File: src/sv/thp_pkg.sv
`default_nettype none

package thp_pkg;

  localparam int GAIN_W      = 24;
  localparam int LIMIT_W     = 20;
  localparam int BAND_W      = 15;
  localparam int TICKS_W     = 8;
  localparam int DRIVE_LIM_W = 14;
  localparam int HEADING_W   = 16;
  localparam int TIMEOUT_W   = 16;
  localparam int DRIVE_W     = 15;
  localparam int ERR_W       = 16;
  localparam int DELTA_W     = 17;
  localparam int SUM_W       = 21;
  localparam int PROD_W      = 47;
  localparam int FRAC_W      = 16;
  localparam int CFG_INDEX_W = 3;
  localparam int CFG_DATA_W  = 24;

  localparam logic FUNC_START = 1'b0;
  localparam logic FUNC_TICK  = 1'b1;

  localparam logic signed [17:0] HALF_TURN = 18'sd18000;
  localparam logic signed [17:0] FULL_TURN = 18'sd36000;

  localparam logic [GAIN_W-1:0]      PROP_GAIN_RST      = 24'd131072;
  localparam logic [GAIN_W-1:0]      INTEG_GAIN_RST     = 24'd66;
  localparam logic [GAIN_W-1:0]      DERIV_GAIN_RST     = 24'd983040;
  localparam logic [LIMIT_W-1:0]     INTEGRAL_LIMIT_RST = 20'd100000;
  localparam logic [BAND_W-1:0]      SETTLE_BAND_RST    = 15'd50;
  localparam logic [TICKS_W-1:0]     SETTLE_TICKS_RST   = 8'd10;
  localparam logic [DRIVE_LIM_W-1:0] DRIVE_LIMIT_RST    = 14'd12000;

  typedef enum logic [CFG_INDEX_W-1:0] {
    CFG_PROP_GAIN      = 3'd0,
    CFG_INTEG_GAIN     = 3'd1,
    CFG_DERIV_GAIN     = 3'd2,
    CFG_INTEGRAL_LIMIT = 3'd3,
    CFG_SETTLE_BAND    = 3'd4,
    CFG_SETTLE_TICKS   = 3'd5,
    CFG_DRIVE_LIMIT    = 3'd6
  } cfg_index_t;

  typedef enum logic [1:0] {
    STATUS_IDLE    = 2'd0,
    STATUS_RUNNING = 2'd1,
    STATUS_SETTLED = 2'd2,
    STATUS_TIMEOUT = 2'd3
  } status_t;

  // Per-item work handed from the state stage to the drive pipeline.
  typedef struct packed {
    logic signed [ERR_W-1:0]   err;
    logic signed [DELTA_W-1:0] delta;
    logic signed [SUM_W-1:0]   sum;
    logic                      use_drive;
    status_t                   status;
  } work_t;

  typedef struct packed {
    logic [GAIN_W-1:0]      prop_gain;
    logic [GAIN_W-1:0]      integ_gain;
    logic [GAIN_W-1:0]      deriv_gain;
    logic [DRIVE_LIM_W-1:0] drive_limit;
  } gains_t;

endpackage

`default_nettype wire

File: src/sv/thp_cmd_if.sv
`default_nettype none

interface thp_cmd_if;
  logic                           valid;
  logic                           ready;
  logic                           func;
  logic [thp_pkg::HEADING_W-1:0]  target_heading;
  logic [thp_pkg::TIMEOUT_W-1:0]  timeout_ticks;
  logic [thp_pkg::HEADING_W-1:0]  measured_heading;

  modport source (output valid, func, target_heading, timeout_ticks, measured_heading,
                  input ready);
  modport sink   (input valid, func, target_heading, timeout_ticks, measured_heading,
                  output ready);
endinterface

`default_nettype wire

File: src/sv/thp_rsp_if.sv
`default_nettype none

interface thp_rsp_if;
  logic                               valid;
  logic                               ready;
  logic signed [thp_pkg::DRIVE_W-1:0] left_drive_mv;
  logic signed [thp_pkg::DRIVE_W-1:0] right_drive_mv;
  logic [1:0]                         move_status;

  modport source (output valid, left_drive_mv, right_drive_mv, move_status, input ready);
  modport sink   (input valid, left_drive_mv, right_drive_mv, move_status, output ready);
endinterface

`default_nettype wire

File: src/sv/thp_cfg_if.sv
`default_nettype none

interface thp_cfg_if;
  logic                             valid;
  logic                             ready;
  logic [thp_pkg::CFG_INDEX_W-1:0]  index;
  logic [thp_pkg::CFG_DATA_W-1:0]   data;

  modport source (output valid, index, data, input ready);
  modport sink   (input valid, index, data, output ready);
endinterface

`default_nettype wire

File: src/sv/thp_drive_pipe.sv
`default_nettype none

module thp_drive_pipe (
  input  wire logic           clk,
  input  wire logic           rst,
  input  wire logic           work_valid,
  output logic                work_ready,
  input  wire thp_pkg::work_t work,
  input  wire thp_pkg::gains_t gains,
  thp_rsp_if.source           rsp
);

  localparam logic signed [thp_pkg::PROD_W-1:0] ROUND_UP   = 47'sd32768;
  localparam logic signed [thp_pkg::PROD_W-1:0] ROUND_DOWN = 47'sd32767;

  // Stage 3: the three gain products.
  logic                                 v3;
  logic signed [thp_pkg::PROD_W-1:0]    prod_p;
  logic signed [thp_pkg::PROD_W-1:0]    prod_i;
  logic signed [thp_pkg::PROD_W-1:0]    prod_d;
  logic                                 use3;
  thp_pkg::status_t                     status3;

  // Stage 4: the summed command before scaling.
  logic                                 v4;
  logic signed [thp_pkg::PROD_W-1:0]    psum;
  logic                                 use4;
  thp_pkg::status_t                     status4;

  // Result register.
  logic                                 out_v;
  logic signed [thp_pkg::DRIVE_W-1:0]   left_q;
  logic signed [thp_pkg::DRIVE_W-1:0]   right_q;
  thp_pkg::status_t                     status_q;

  logic ld_out, ld4, ld3;

  logic signed [thp_pkg::PROD_W-1:0]    rounded;
  logic signed [thp_pkg::PROD_W-1:0]    lim_wide;
  logic signed [thp_pkg::PROD_W-1:0]    sat;
  logic signed [thp_pkg::DRIVE_W-1:0]   drive;

  assign ld_out     = !out_v || rsp.ready;
  assign ld4        = !v4 || ld_out;
  assign ld3        = !v3 || ld4;
  assign work_ready = ld3;

  // Round to nearest with ties away from zero: a negative sum takes one less bias.
  always_comb begin
    rounded  = (psum + (psum[thp_pkg::PROD_W-1] ? ROUND_DOWN : ROUND_UP)) >>> thp_pkg::FRAC_W;
    lim_wide = $signed({{(thp_pkg::PROD_W-thp_pkg::DRIVE_LIM_W){1'b0}}, gains.drive_limit});
    if (rounded > lim_wide) begin
      sat = lim_wide;
    end else if (rounded < -lim_wide) begin
      sat = -lim_wide;
    end else begin
      sat = rounded;
    end
    drive = sat[thp_pkg::DRIVE_W-1:0];
  end

  always_ff @(posedge clk) begin
    if (rst) begin
      v3    <= 1'b0;
      v4    <= 1'b0;
      out_v <= 1'b0;
    end else begin
      if (ld3) begin
        v3 <= work_valid;
      end
      if (ld4) begin
        v4 <= v3;
      end
      if (ld_out) begin
        out_v <= v4;
      end
    end
  end

  always_ff @(posedge clk) begin
    if (ld3) begin
      prod_p  <= $signed({1'b0, gains.prop_gain}) * $signed(work.err);
      prod_d  <= $signed({1'b0, gains.deriv_gain}) * $signed(work.delta);
      prod_i  <= $signed({1'b0, gains.integ_gain}) * $signed(work.sum);
      use3    <= work.use_drive;
      status3 <= work.status;
    end
    if (ld4) begin
      psum    <= prod_p + prod_d + prod_i;
      use4    <= use3;
      status4 <= status3;
    end
    if (ld_out) begin
      left_q   <= use4 ? drive : '0;
      right_q  <= use4 ? -drive : '0;
      status_q <= status4;
    end
  end

  assign rsp.valid          = out_v;
  assign rsp.left_drive_mv  = left_q;
  assign rsp.right_drive_mv = right_q;
  assign rsp.move_status    = status_q;

  logic signed [thp_pkg::DRIVE_W:0] left_wide;
  logic signed [thp_pkg::DRIVE_W:0] lim_out;
  assign left_wide = {rsp.left_drive_mv[thp_pkg::DRIVE_W-1], rsp.left_drive_mv};
  assign lim_out   = $signed({2'b00, gains.drive_limit});

  a_mirror: assert property (@(posedge clk) disable iff (rst)
    rsp.valid |-> rsp.right_drive_mv == -rsp.left_drive_mv)
    else $error("right drive is not the negation of left drive");

  a_zero_when_stopped: assert property (@(posedge clk) disable iff (rst)
    rsp.valid && rsp.move_status != thp_pkg::STATUS_RUNNING |-> rsp.left_drive_mv == '0)
    else $error("nonzero drive on a result that is not running");

  a_saturated: assert property (@(posedge clk) disable iff (rst)
    rsp.valid |-> left_wide <= lim_out && left_wide >= -lim_out)
    else $error("drive outside the saturation limit");

endmodule

`default_nettype wire

File: src/sv/turn_heading_pid_core.sv
// An accepted beat passes the input, work, product, sum and result registers.
// Throughput: one item per cycle unless the result side stalls; the heading state is
// updated in a single stage; the gain products, sum and rounding take three stages.
// Reset (rst, synchronous): gains and limits return to their defaults, the move
// goes idle with all heading state cleared, and the pipeline empties.
`default_nettype none

module turn_heading_pid_core (
  input  wire logic clk,
  input  wire logic rst,
  thp_cmd_if.sink   cmd,
  thp_rsp_if.source rsp,
  thp_cfg_if.sink   cfg
);

  // Configuration registers.
  logic [thp_pkg::GAIN_W-1:0]      prop_gain;
  logic [thp_pkg::GAIN_W-1:0]      integ_gain;
  logic [thp_pkg::GAIN_W-1:0]      deriv_gain;
  logic [thp_pkg::LIMIT_W-1:0]     integral_limit;
  logic [thp_pkg::BAND_W-1:0]      settle_band;
  logic [thp_pkg::TICKS_W-1:0]     settle_ticks;
  logic [thp_pkg::DRIVE_LIM_W-1:0] drive_limit;

  // Move state.
  logic                              active;
  logic [thp_pkg::HEADING_W-1:0]     goal_heading;
  logic [thp_pkg::TIMEOUT_W-1:0]     time_limit;
  logic [thp_pkg::TIMEOUT_W-1:0]     elapsed;
  logic signed [thp_pkg::ERR_W-1:0]  last_error;
  logic signed [thp_pkg::SUM_W-1:0]  error_sum;
  logic [thp_pkg::TICKS_W-1:0]       settle_count;

  // Input register.
  logic                              v1;
  logic                              s1_func;
  logic [thp_pkg::HEADING_W-1:0]     s1_target;
  logic [thp_pkg::TIMEOUT_W-1:0]     s1_timeout;
  logic [thp_pkg::HEADING_W-1:0]     s1_measured;

  // Work register toward the drive pipeline.
  logic                              v2;
  thp_pkg::work_t                    work;
  thp_pkg::work_t                    work_next;
  logic                              work_ready;
  thp_pkg::gains_t                   gains;

  logic ld1, ld2, fire;

  logic signed [17:0]                   err_w;
  logic signed [thp_pkg::ERR_W-1:0]     err_new;
  logic signed [thp_pkg::DELTA_W-1:0]   delta_new;
  logic signed [thp_pkg::SUM_W:0]       sum_raw;
  logic signed [thp_pkg::SUM_W:0]       lim_pos;
  logic signed [thp_pkg::SUM_W:0]       sum_clamped;
  logic signed [thp_pkg::SUM_W-1:0]     sum_new;
  logic [thp_pkg::ERR_W-1:0]            err_abs;
  logic                                 in_band;
  logic [thp_pkg::TICKS_W-1:0]          settle_next;
  logic [thp_pkg::TIMEOUT_W-1:0]        elapsed_next;
  logic                                 settled;
  logic                                 is_start;
  logic                                 timed_out;
  logic                                 tick_run;

  assign ld2       = !v2 || work_ready;
  assign ld1       = !v1 || ld2;
  assign fire      = v1 && ld2;
  assign cmd.ready = ld1;
  assign cfg.ready = 1'b1;

  assign gains = '{prop_gain: prop_gain, integ_gain: integ_gain,
                   deriv_gain: deriv_gain, drive_limit: drive_limit};

  // Heading error folded into plus or minus half a turn; two folds cover any 16-bit pair.
  always_comb begin
    err_w = $signed({2'b00, goal_heading}) - $signed({2'b00, s1_measured});
    if (err_w > thp_pkg::HALF_TURN) begin
      err_w = err_w - thp_pkg::FULL_TURN;
    end
    if (err_w > thp_pkg::HALF_TURN) begin
      err_w = err_w - thp_pkg::FULL_TURN;
    end
    if (err_w < -thp_pkg::HALF_TURN) begin
      err_w = err_w + thp_pkg::FULL_TURN;
    end
    if (err_w < -thp_pkg::HALF_TURN) begin
      err_w = err_w + thp_pkg::FULL_TURN;
    end
    err_new = err_w[thp_pkg::ERR_W-1:0];
  end

  always_comb begin
    delta_new = $signed({err_new[thp_pkg::ERR_W-1], err_new})
              - $signed({last_error[thp_pkg::ERR_W-1], last_error});
    sum_raw   = $signed({error_sum[thp_pkg::SUM_W-1], error_sum})
              + $signed({{(thp_pkg::SUM_W+1-thp_pkg::ERR_W){err_new[thp_pkg::ERR_W-1]}},
                         err_new});
    lim_pos   = $signed({2'b00, integral_limit});
    if (sum_raw > lim_pos) begin
      sum_clamped = lim_pos;
    end else if (sum_raw < -lim_pos) begin
      sum_clamped = -lim_pos;
    end else begin
      sum_clamped = sum_raw;
    end
    sum_new = sum_clamped[thp_pkg::SUM_W-1:0];

    err_abs = err_new[thp_pkg::ERR_W-1] ? 16'(-err_new) : err_new;
    in_band = err_abs[thp_pkg::BAND_W-1:0] < settle_band;
    if (!in_band) begin
      settle_next = '0;
    end else if (settle_count != '1) begin
      settle_next = settle_count + 1'b1;
    end else begin
      settle_next = settle_count;
    end
    settled      = settle_next >= settle_ticks;
    elapsed_next = (elapsed != '1) ? elapsed + 1'b1 : elapsed;

    is_start  = s1_func == thp_pkg::FUNC_START;
    timed_out = !is_start && active && elapsed >= time_limit;
    tick_run  = !is_start && active && !timed_out;

    work_next.err       = err_new;
    work_next.delta     = delta_new;
    work_next.sum       = sum_new;
    work_next.use_drive = tick_run && !settled;
    if (is_start) begin
      work_next.status = thp_pkg::STATUS_RUNNING;
    end else if (!active) begin
      work_next.status = thp_pkg::STATUS_IDLE;
    end else if (timed_out) begin
      work_next.status = thp_pkg::STATUS_TIMEOUT;
    end else if (settled) begin
      work_next.status = thp_pkg::STATUS_SETTLED;
    end else begin
      work_next.status = thp_pkg::STATUS_RUNNING;
    end
  end

  always_ff @(posedge clk) begin
    if (rst) begin
      prop_gain      <= thp_pkg::PROP_GAIN_RST;
      integ_gain     <= thp_pkg::INTEG_GAIN_RST;
      deriv_gain     <= thp_pkg::DERIV_GAIN_RST;
      integral_limit <= thp_pkg::INTEGRAL_LIMIT_RST;
      settle_band    <= thp_pkg::SETTLE_BAND_RST;
      settle_ticks   <= thp_pkg::SETTLE_TICKS_RST;
      drive_limit    <= thp_pkg::DRIVE_LIMIT_RST;
    end else if (cfg.valid) begin
      unique case (cfg.index)
        thp_pkg::CFG_PROP_GAIN:      prop_gain      <= cfg.data[thp_pkg::GAIN_W-1:0];
        thp_pkg::CFG_INTEG_GAIN:     integ_gain     <= cfg.data[thp_pkg::GAIN_W-1:0];
        thp_pkg::CFG_DERIV_GAIN:     deriv_gain     <= cfg.data[thp_pkg::GAIN_W-1:0];
        thp_pkg::CFG_INTEGRAL_LIMIT: integral_limit <= cfg.data[thp_pkg::LIMIT_W-1:0];
        thp_pkg::CFG_SETTLE_BAND:    settle_band    <= cfg.data[thp_pkg::BAND_W-1:0];
        thp_pkg::CFG_SETTLE_TICKS:   settle_ticks   <= cfg.data[thp_pkg::TICKS_W-1:0];
        thp_pkg::CFG_DRIVE_LIMIT:    drive_limit    <= cfg.data[thp_pkg::DRIVE_LIM_W-1:0];
        default: ;
      endcase
    end
  end

  always_ff @(posedge clk) begin
    if (rst) begin
      active       <= 1'b0;
      goal_heading <= '0;
      time_limit   <= '0;
      elapsed      <= '0;
      last_error   <= '0;
      error_sum    <= '0;
      settle_count <= '0;
      v1           <= 1'b0;
      v2           <= 1'b0;
    end else begin
      if (ld1) begin
        v1 <= cmd.valid;
      end
      if (ld2) begin
        v2 <= v1;
      end
      if (fire) begin
        if (is_start) begin
          goal_heading <= s1_target;
          time_limit   <= s1_timeout;
          elapsed      <= '0;
          last_error   <= '0;
          error_sum    <= '0;
          settle_count <= '0;
          active       <= 1'b1;
        end else if (timed_out) begin
          active <= 1'b0;
        end else if (tick_run) begin
          last_error   <= err_new;
          error_sum    <= sum_new;
          elapsed      <= elapsed_next;
          settle_count <= settle_next;
          if (settled) begin
            active <= 1'b0;
          end
        end
      end
    end
  end

  always_ff @(posedge clk) begin
    if (ld1) begin
      s1_func     <= cmd.func;
      s1_target   <= cmd.target_heading;
      s1_timeout  <= cmd.timeout_ticks;
      s1_measured <= cmd.measured_heading;
    end
    if (ld2) begin
      work <= work_next;
    end
  end

  thp_drive_pipe u_drive_pipe (
    .clk        (clk),
    .rst        (rst),
    .work_valid (v2),
    .work_ready (work_ready),
    .work       (work),
    .gains      (gains),
    .rsp        (rsp)
  );

  logic signed [thp_pkg::SUM_W:0] sum_wide;
  assign sum_wide = {error_sum[thp_pkg::SUM_W-1], error_sum};

  a_start_arms: assert property (@(posedge clk) disable iff (rst)
    fire && is_start |=> active && elapsed == '0 && error_sum == '0)
    else $error("start beat did not arm a fresh move");

  a_sum_clamped: assert property (@(posedge clk) disable iff (rst)
    fire && tick_run |=> sum_wide <= lim_pos && sum_wide >= -lim_pos)
    else $error("error sum escaped its clamp");

  a_timeout_stops: assert property (@(posedge clk) disable iff (rst)
    fire && timed_out |=> !active && $stable(elapsed))
    else $error("timed-out move still active or counting");

endmodule

`default_nettype wire

File: src/flat_wrapper.sv
// flat-port wrapper written by rule: the top's interface ports become plain ports
module turn_heading_pid_core_flat 
  (clk, rst, cmd_valid, cmd_func, cmd_target_heading, cmd_timeout_ticks, cmd_measured_heading, cmd_ready, rsp_valid, rsp_left_drive_mv, rsp_right_drive_mv, rsp_move_status, rsp_ready, cfg_valid, cfg_index, cfg_data, cfg_ready);
  thp_cmd_if cmd_i ();
  thp_rsp_if rsp_i ();
  thp_cfg_if cfg_i ();
  input  wire logic clk;
  input  wire logic rst;
  input wire logic [$bits(cmd_i.valid)-1:0] cmd_valid;
  input wire logic [$bits(cmd_i.func)-1:0] cmd_func;
  input wire logic [$bits(cmd_i.target_heading)-1:0] cmd_target_heading;
  input wire logic [$bits(cmd_i.timeout_ticks)-1:0] cmd_timeout_ticks;
  input wire logic [$bits(cmd_i.measured_heading)-1:0] cmd_measured_heading;
  output wire logic [$bits(cmd_i.ready)-1:0] cmd_ready;
  output wire logic [$bits(rsp_i.valid)-1:0] rsp_valid;
  output wire logic [$bits(rsp_i.left_drive_mv)-1:0] rsp_left_drive_mv;
  output wire logic [$bits(rsp_i.right_drive_mv)-1:0] rsp_right_drive_mv;
  output wire logic [$bits(rsp_i.move_status)-1:0] rsp_move_status;
  input wire logic [$bits(rsp_i.ready)-1:0] rsp_ready;
  input wire logic [$bits(cfg_i.valid)-1:0] cfg_valid;
  input wire logic [$bits(cfg_i.index)-1:0] cfg_index;
  input wire logic [$bits(cfg_i.data)-1:0] cfg_data;
  output wire logic [$bits(cfg_i.ready)-1:0] cfg_ready;
  assign cmd_i.valid = cmd_valid;
  assign cmd_i.func = cmd_func;
  assign cmd_i.target_heading = cmd_target_heading;
  assign cmd_i.timeout_ticks = cmd_timeout_ticks;
  assign cmd_i.measured_heading = cmd_measured_heading;
  assign cmd_ready = cmd_i.ready;
  assign rsp_valid = rsp_i.valid;
  assign rsp_left_drive_mv = rsp_i.left_drive_mv;
  assign rsp_right_drive_mv = rsp_i.right_drive_mv;
  assign rsp_move_status = rsp_i.move_status;
  assign rsp_i.ready = rsp_ready;
  assign cfg_i.valid = cfg_valid;
  assign cfg_i.index = cfg_index;
  assign cfg_i.data = cfg_data;
  assign cfg_ready = cfg_i.ready;
  turn_heading_pid_core u_core (.clk(clk), .rst(rst), .cmd(cmd_i), .rsp(rsp_i), .cfg(cfg_i));
endmodule
File: config.mk
export PLATFORM = sky130hd
export DESIGN_NAME = turn_heading_pid_core_flat
export DESIGN_NICKNAME = d
export VERILOG_FILES = /design/src/sv/thp_pkg.sv /design/src/sv/thp_cmd_if.sv /design/src/sv/thp_rsp_if.sv /design/src/sv/thp_cfg_if.sv /design/src/sv/thp_drive_pipe.sv /design/src/sv/turn_heading_pid_core.sv /design/src/flat_wrapper.sv
export SDC_FILE = /design/constraint.sdc
export NUM_CORES = 2
export LEC_CHECK = 0
export BUFFER_PORTS_ARGS = -buffer_cell sky130_fd_sc_hd__buf_2
export CORE_ASPECT_RATIO = 0.6
export CORE_MARGIN = 2
export CORE_UTILIZATION = 40
export CTS_BUF_LIST = sky130_fd_sc_hd__clkbuf_16
export CTS_CLUSTER_SIZE = 14
export DETAILED_ROUTE_END_ITERATION = 6
export HOLD_SLACK_MARGIN = 0.08
export RECOVER_POWER = 25
export SYNTH_ARGS = -nofsm -noshare
export SYNTH_HDL_FRONTEND = slang
export SYNTH_HIERARCHICAL = 1
export SYNTH_SLANG_ARGS = --single-unit
File: constraint.sdc
create_clock -name clk -period 11.5 [get_ports clk]
set_clock_uncertainty 0.15 [all_clocks]
set_input_delay 1.15 -clock clk [delete_from_list [all_inputs] [get_ports clk]]
set_output_delay 1.15 -clock clk [all_outputs]
set_load 0.05 [all_outputs]
# Word level (Yosys, flattened, before mapping)

Index checks and enable logic that the tools add are counted.

Reduce and logical (&&, ||, !) cells: 30
$mul: 3
Add/subtract/negate cells: 16
Eq/ne operators: 13
Muxes and demuxes: 32
$lt $le $gt $ge: 11
Bitwise logic cells: 1

Operators by type and width:

| cell                                                                               | number |
|---|---|
| 16-bit two-way mux                                                                 | 9 |
| 21-bit two-way mux                                                                 | 5 |
| 47-bit adder                                                                       | 2 |
| 18-bit two-way mux                                                                 | 3 |
| 47-bit by 17-bit adder with 47-bit output                                          | 1 |
| 31-bit by 47-bit less-than comparator with 1-bit output                            | 1 |
| 14-bit negation with 47-bit output                                                 | 1 |
| 25-bit by 21-bit multiplier with 46-bit output                                     | 1 |
| 15-bit two-way mux                                                                 | 3 |
| 25-bit by 17-bit multiplier with 42-bit output                                     | 1 |
| 25-bit by 16-bit multiplier with 41-bit output                                     | 1 |
| 8-bit two-way mux                                                                  | 5 |
| 18-bit by 16-bit greater-than comparator with 1-bit output (second input constant) | 2 |
| 18-bit by 16-bit less-than comparator with 1-bit output (second input constant)    | 2 |
| 18-bit by 17-bit subtractor with 18-bit output (second input constant)             | 2 |
| 16-bit by 16-bit subtractor with 17-bit output                                     | 2 |
| 31-bit by 15-bit greater-than comparator with 1-bit output                         | 1 |
| 15-bit negation                                                                    | 2 |
| 21-bit by 16-bit adder with 22-bit output                                          | 1 |
| 22-bit by 21-bit greater-than comparator with 1-bit output                         | 1 |
| 22-bit less-than comparator                                                        | 1 |
| 20-bit negation with 22-bit output                                                 | 1 |
| 18-bit by 17-bit adder with 18-bit output (second input constant)                  | 1 |
| 2-bit AND reduction                                                                | 9 |
| other kinds (22)                                                                   | 48 |

Register bits: 560
Bits of input ports: 81

# Logic depth before layout (Yosys ltp)

Word-level depth: 18
Mapped depth: 73
Depth with buffers taken out: 67

# By module

The synthesis kept the hierarchy.

By module, submodules not included:

| module                | cells an instance | sequential area each (µm²) | area an instance (µm²) | instances |
|---|---|---|---|---|
| thp_drive_pipe        | 6025              | 6456.2                     | 56106.3                | 1 |
| turn_heading_pid_core | 2320              | 7687.4                     | 19520.0                | 1 |

# Least setup slack after synthesis

No wires, ideal clock.

Path kind: register to register
From: register u_core/goal_heading[0] (netlist name)
To: register u_core/error_sum[10] (netlist name)
Path slack: 21 ps
Buffers on the path: 6
Data required time: 11233 ps
Arrival: 11212 ps
Cell stages (with the launch flop): 61
Setup time: 117 ps
Cell sequence: dfxtp_1 -> inv_1 -> ha_1 -> inv_1 -> fa_1 -> a21o_1 -> a21oi_1 -> xor2_1 -> inv_2 -> a311oi_2 -> nor4_4 -> or3_1 -> buf_2 -> xnor2_1 -> inv_1 -> ha_1 -> maj3_1 -> a2bb2oi_1 -> (+25 left out) -> a21boi_0 -> o21ai_0 -> nor2b_1 -> xnor2_1 -> ha_1 -> a21oi_1 -> nor2b_1 -> o21ai_0 -> nand2b_1 -> a21oi_1 -> o41ai_1 -> o41ai_1 -> nand3_1 -> nand3b_1 -> clkbuf_1 -> clkbuf_1 -> a21oi_1 -> a22o_1

Longest elaborated chain between the ends: 16
Elaborated cells on any way between the ends: 21

Ends and longest elaborated chain:

| item                                                                                                                         | line                                                     | source |
|---|---|---|
| from (decl)                                                                                                                  | turn_heading_pid_core.sv:27                              | `logic [thp_pkg::HEADING_W-1:0] goal_heading;` |
| from (signal assigned)                                                                                                       | turn_heading_pid_core.sv:185                             | `goal_heading <= s1_target;` |
| 16-bit by 16-bit subtractor with 17-bit output *                                                                             | turn_heading_pid_core.sv:77                              | `err_w = $signed({2'b00, goal_heading}) - $signed({2'b00, s1_measured});` |
| 18-bit by 17-bit subtractor with 18-bit output or 18-bit by 16-bit greater-than comparator with 1-bit output (tied branches) | turn_heading_pid_core.sv:79, turn_heading_pid_core.sv:78 |  |
| 18-bit two-way mux *                                                                                                         | turn_heading_pid_core.sv:78                              | `if (err_w > thp_pkg::HALF_TURN) begin` |
| 18-bit by 17-bit subtractor with 18-bit output or 18-bit by 16-bit greater-than comparator with 1-bit output (tied branches) | turn_heading_pid_core.sv:82, turn_heading_pid_core.sv:81 |  |
| 18-bit two-way mux *                                                                                                         | turn_heading_pid_core.sv:81                              | `if (err_w > thp_pkg::HALF_TURN) begin` |
| 18-bit by 17-bit adder with 18-bit output or 18-bit by 16-bit less-than comparator with 1-bit output (tied branches)         | turn_heading_pid_core.sv:85, turn_heading_pid_core.sv:84 |  |
| 18-bit two-way mux *                                                                                                         | turn_heading_pid_core.sv:84                              | `if (err_w < -thp_pkg::HALF_TURN) begin` |
| 16-bit adder or 18-bit by 16-bit less-than comparator with 1-bit output (tied branches)                                      | turn_heading_pid_core.sv:88, turn_heading_pid_core.sv:87 |  |
| (+1 left out)                                                                                                                | n/a                                                      |  |
| named net u_core.err_w[4]                                                                                                    | turn_heading_pid_core.sv:50                              | `logic signed [17:0] err_w;` |
| 21-bit by 16-bit adder with 22-bit output *                                                                                  | turn_heading_pid_core.sv:97                              | `+ $signed({{(thp_pkg::SUM_W+1-thp_pkg::ERR_W){err_new[thp_pkg::ERR_W-1]}},` |
| 22-bit less-than comparator                                                                                                  | turn_heading_pid_core.sv:102                             | `end else if (sum_raw < -lim_pos) begin` |
| 21-bit two-way mux                                                                                                           | turn_heading_pid_core.sv:102                             |  |
| 21-bit two-way mux *                                                                                                         | turn_heading_pid_core.sv:100                             | `if (sum_raw > lim_pos) begin` |
| named net u_core.sum_clamped, one bit                                                                                        | turn_heading_pid_core.sv:55                              | `logic signed [thp_pkg::SUM_W:0] sum_clamped;` |
| 21-bit two-way mux *                                                                                                         | turn_heading_pid_core.sv:194                             | `end else if (tick_run) begin` |
| 21-bit two-way mux *                                                                                                         | turn_heading_pid_core.sv:192                             | `end else if (timed_out) begin` |
| 21-bit two-way mux *                                                                                                         | turn_heading_pid_core.sv:184                             | `if (is_start) begin` |
| to (signal assigned)                                                                                                         | turn_heading_pid_core.sv:196                             | `error_sum <= sum_new;` |
| to (decl)                                                                                                                    | turn_heading_pid_core.sv:31                              | `logic signed [thp_pkg::SUM_W-1:0] error_sum;` |

The timed path passes the listed nets; every way through them passes the cells marked *. The select of a mux whose other input is x is not followed.
A chain may end at the register's enable or synchronous reset.

# Worst setup path after layout

From: register u_core/s1_measured[0] (netlist name)
To: register u_core/error_sum[17] (netlist name)

Longest elaborated chain between the ends: 16
Elaborated cells on any way between the ends: 21

Ends and longest elaborated chain:

| item                                                                                                                         | line                                                     | source |
|---|---|---|
| from (decl)                                                                                                                  | turn_heading_pid_core.sv:39                              | `logic [thp_pkg::HEADING_W-1:0] s1_measured;` |
| from (signal assigned)                                                                                                       | turn_heading_pid_core.sv:212                             | `s1_measured <= cmd.measured_heading;` |
| 16-bit by 16-bit subtractor with 17-bit output *                                                                             | turn_heading_pid_core.sv:77                              |  |
| 18-bit by 17-bit subtractor with 18-bit output or 18-bit by 16-bit greater-than comparator with 1-bit output (tied branches) | turn_heading_pid_core.sv:79, turn_heading_pid_core.sv:78 |  |
| 18-bit two-way mux *                                                                                                         | turn_heading_pid_core.sv:78                              |  |
| 18-bit by 17-bit subtractor with 18-bit output or 18-bit by 16-bit greater-than comparator with 1-bit output (tied branches) | turn_heading_pid_core.sv:82, turn_heading_pid_core.sv:81 |  |
| 18-bit two-way mux *                                                                                                         | turn_heading_pid_core.sv:81                              |  |
| 18-bit by 17-bit adder with 18-bit output or 18-bit by 16-bit less-than comparator with 1-bit output (tied branches)         | turn_heading_pid_core.sv:85, turn_heading_pid_core.sv:84 |  |
| 18-bit two-way mux *                                                                                                         | turn_heading_pid_core.sv:84                              |  |
| 16-bit adder or 18-bit by 16-bit less-than comparator with 1-bit output (tied branches)                                      | turn_heading_pid_core.sv:88, turn_heading_pid_core.sv:87 |  |
| (+1 left out)                                                                                                                | n/a                                                      |  |
| named net u_core.err_w[6]                                                                                                    | turn_heading_pid_core.sv:50                              |  |
| 21-bit by 16-bit adder with 22-bit output *                                                                                  | turn_heading_pid_core.sv:97                              |  |
| 22-bit less-than comparator                                                                                                  | turn_heading_pid_core.sv:102                             |  |
| 21-bit two-way mux                                                                                                           | turn_heading_pid_core.sv:102                             |  |
| 21-bit two-way mux *                                                                                                         | turn_heading_pid_core.sv:100                             |  |
| named net u_core.sum_clamped, one bit                                                                                        | turn_heading_pid_core.sv:55                              |  |
| 21-bit two-way mux *                                                                                                         | turn_heading_pid_core.sv:194                             |  |
| 21-bit two-way mux *                                                                                                         | turn_heading_pid_core.sv:192                             |  |
| 21-bit two-way mux *                                                                                                         | turn_heading_pid_core.sv:184                             |  |

Marked as above.

==> summary.md <==
| Metric | Value |
|---|---|
| Syn Inst Count | `8345` |
| FP Rows | `about 120` |
| Final instance area | `0.0837 sq mm` |
| Mapped Area | `0.0756 sq mm` |
| CTS root buf | `clkbuf_16` |
| Yosys warning count | `6` |
| Max_cap viols | `4` |
| GRT Util Overall | `25.0%` |
| EDFF count, synth | `between 300 and 400` |
| Syn_area_per_cell | `9.06 sq um` |
| Die span in x | `565 um` |
| Req. time, crit path | `11920 ps` |
| Multi-input gate area | `0.0553 sq mm` |
| Top area cells in the synthesized netlist | `fa_1 (29%), edfxtp_1 (13%), ha_1 (12%)` |
| Die area | `~0.19 sq mm` |
| Placed wire-length estimate | `between 150000 and 200000 um` |
| Prevailing post-synth register cell | `edfxtp_1` |
| Clock Latency Late Sink | `~700 ps` |
| Fillers | `18200` |
| GR Overflow Total | `0` |
| Syn nets | `about 10000` |
| DRT iter0 DRCs | `between 4000 and 5000` |
| Cell Count, Final, Fillers Out | `approximately 11000` |
| Worst-Margin Slew | `~3600 ps` |
| Via count | `~59000` |
| Failing checks | `capacitance limit, slew limit` |
| First-pass GRT wire length | `368000 um` |
| Placed cell area | `0.0809 sq mm` |
| Post-CTS Hold Fix Bufs | `0` |
| Power density over the cells | `294 mW/mm^2` |
| Crit path time final | `11140 ps` |
| Clk slew on worst S/H paths | `70 ps` |
| Setup violations, final | `0` |
| Reg area | `0.0141 sq mm` |
| Seq/Total Area, Yosys | `between 10% and 20%` |
| Top cells by count, synth | `inv_1 (1448), nand2_1 (1216), fa_1 (1101)` |
| Largest net degree at the start of global routing | `73` |
| Delay-heaviest family, CP | `compound AO/OA/AOI/OAI gates` |
| Status | `complete, but fails checks` |
| Cell mode on critical path | `buf_4` |
| FF+latch count, synth | `547` |
| Die Y | `around 340 um` |
| Max frequency | `89.7 MHz` |
| CTS Buf Count | `55` |
| Number of clock sinks | `547` |
| Layout area overhead | `10.7%` |
| Crit-path max FO | `6` |
| CP arrival | `11560 ps` |
| Final Hold Fails | `0` |
| Most frequent cell after synthesis | `inv_1` |
| Max Slew Vio Count | `171` |
| TritonCTS clock tree | `done` |
| Hold slack final | `271 ps` |
| Synth top area share | `29.1%` |
| Yosys top cell by area | `fa_1` |
| Slew headroom | `-140%` |
| Initial core utilization | `about two fifths` |
| DRC Markers | `0` |
| Period utilization | `96.9%` |
| Crit Path Category | `reg2reg` |
| Leak | `39.8 nW` |
| Final core occ | `44.6%` |
| Dpl cells | `11000` |
| Fin nets | `roughly 11000` |
| WL per Instance | `21.5 um` |
| Distinct cells, synth | `around 120` |
| Setup total negative slack | `0 ps` |
| Critical-path top delay cell | `or3_4` |
| Max clock buf depth | `3` |
| Initial antenna violation count | `26` |
| Drt via density | `5.33` |
| Ys async rst share | `0%` |
| I/O Pins | `116` |
| Routed WL | `between 200000 and 250000 um` |
| Core area | `approximately 0.19 sq mm` |
| VDD IR max | `0.639 mV` |
| Number of port buffers | `114` |
| Layout cells sized above 1 | `9.36%` |
| Crit path buffers/inverters | `10` |
| Drt first pass iters | `6` |
| H-Tree Depth | `2` |
| Vias in the first global route | `60200` |
| Hold Crit Class | `reg2reg` |
| Startpoint Class | `flip-flop` |
| ANT nets after route | `0` |
| Endpoint type of the worst setup path | `flip-flop` |
| Final GP Congestion | `0.945` |
| Critical path's largest stage delay | `450 ps` |
## what timing repair did
item / CTS / global route
gates resized for setup: 12 / 150
setup buffers: 1 / 34
gates cloned: 0 / 2
setup endpoints to repair: 45 / 46
pin swaps: 4 / 78
## cells in the final DEF (no fill, tap or decap), types with 58 or more instances in the layout
| master | count |
|---|---|
| a21o_1 | 116 |
| a21oi_1 | 404 |
| and2_1 | 562 |
| buf_2 | 109 |
| buf_4 | 390 |
| clkbuf_16 | 59 |
| dfxtp_1 | 228 |
| edfxtp_1 | 319 |
| fa_1 | 1100 |
| ha_1 | 717 |
| inv_1 | 1455 |
| nand2_1 | 1213 |
| nand2b_1 | 96 |
| nand3_1 | 77 |
| nand4_1 | 58 |
| nor2_1 | 321 |
| nor2b_1 | 63 |
| nor3_1 | 77 |
| o21ai_0 | 136 |
| xnor2_1 | 203 |
| xor2_1 | 74 |
## worst reg2reg max path, delay by kind of cell, from the launching register on
kind	cells	cell delay, ps
flip-flops	1	370
adder cells (fa/ha/maj)	6	1610
buffers and inverters	10	1330
AO/OA/AOI/OAI	26	4510
XOR/XNOR	4	460
multiplexers	2	660
AND/OR/NAND/NOR	11	1940
## metrics by stage
stage	worst slack, ps	power [mW]
2_1_floorplan	20.8	15.7
3_3_place_gp	-199	21.8
3_5_place_dp	-447	22.1
4_1_cts	19.6	24.1
5_1_grt	-62.0	26.7
6_report	356	24.6
## cell families (layout without fill, tap and decap cells)
kind of cell	after synthesis	in the layout	share of synthesized area (%)
and+or+nand+nor	2686	2686	17.1
buffers and inverters	1790	2088	8.98
xor gates and xnor gates	292	292	3.40
AOI/OAI and AO/OA	1160	1160	10.1
muxes	44	44	0.622
DFF	547	547	18.7
other	1	11	0.00496
adders and majority gates	1825	1825	41.1
## path summary, 6_finish.rpt
path	from	to	slack, ps	cells past startpoint
setup / recovery	u_core/s1_measured[0]	u_core/error_sum[17]	360	59
hold / removal	u_core/work[1]	u_core/u_drive_pipe/status3[1]	270	0
setup reg to reg	u_core/s1_measured[0]	u_core/error_sum[17]	360	59
hold reg to reg	u_core/work[1]	u_core/u_drive_pipe/status3[1]	270	0
## registers in the layout, indices dropped and copies added, names as in the netlist, 20 cells and up
name and flops:
u_core/deriv_gain 24, u_core/error_sum 21, u_core/integ_gain 24, u_core/integral_limit 20, u_core/prop_gain 24, u_core/u_drive_pipe/prod_d 42
u_core/u_drive_pipe/prod_i 46, u_core/u_drive_pipe/prod_p 41, u_core/u_drive_pipe/psum 47, u_core/work 57
## per-layer routing
metal	GRT usage (%)	wire, um	vias up
li1	-	-	27200
met2	33.2	90300	2345
met3	7.32	26200	248
met1	39.5	119000	29700
met5	0	47	-
met4	4.57	4450	8
## layout make-up
| type | instances | area share (%) |
|---|---|---|
| multi-input cells | 6008 | 66.1 |
| inverters | 1455 | 6.52 |
| clock inverters | 47 | 0.505 |
| clock buffers | 57 | 1.70 |
| well taps | 2500 | 3.74 |
| repair buffers | 529 | 4.53 |
| diodes | 10 | 0.0299 |
| flip-flops and latches | 547 | 16.9 |
## power breakdown
part / total (mW) / switching (mW) / internal (mW)
registers: 3.77 / 0.593 / 3.17
logic: 19.0 / 11.8 / 7.14
clock network: 1.92 / 0.877 / 1.04
Note: power is estimated with default switching activity, not from simulation.
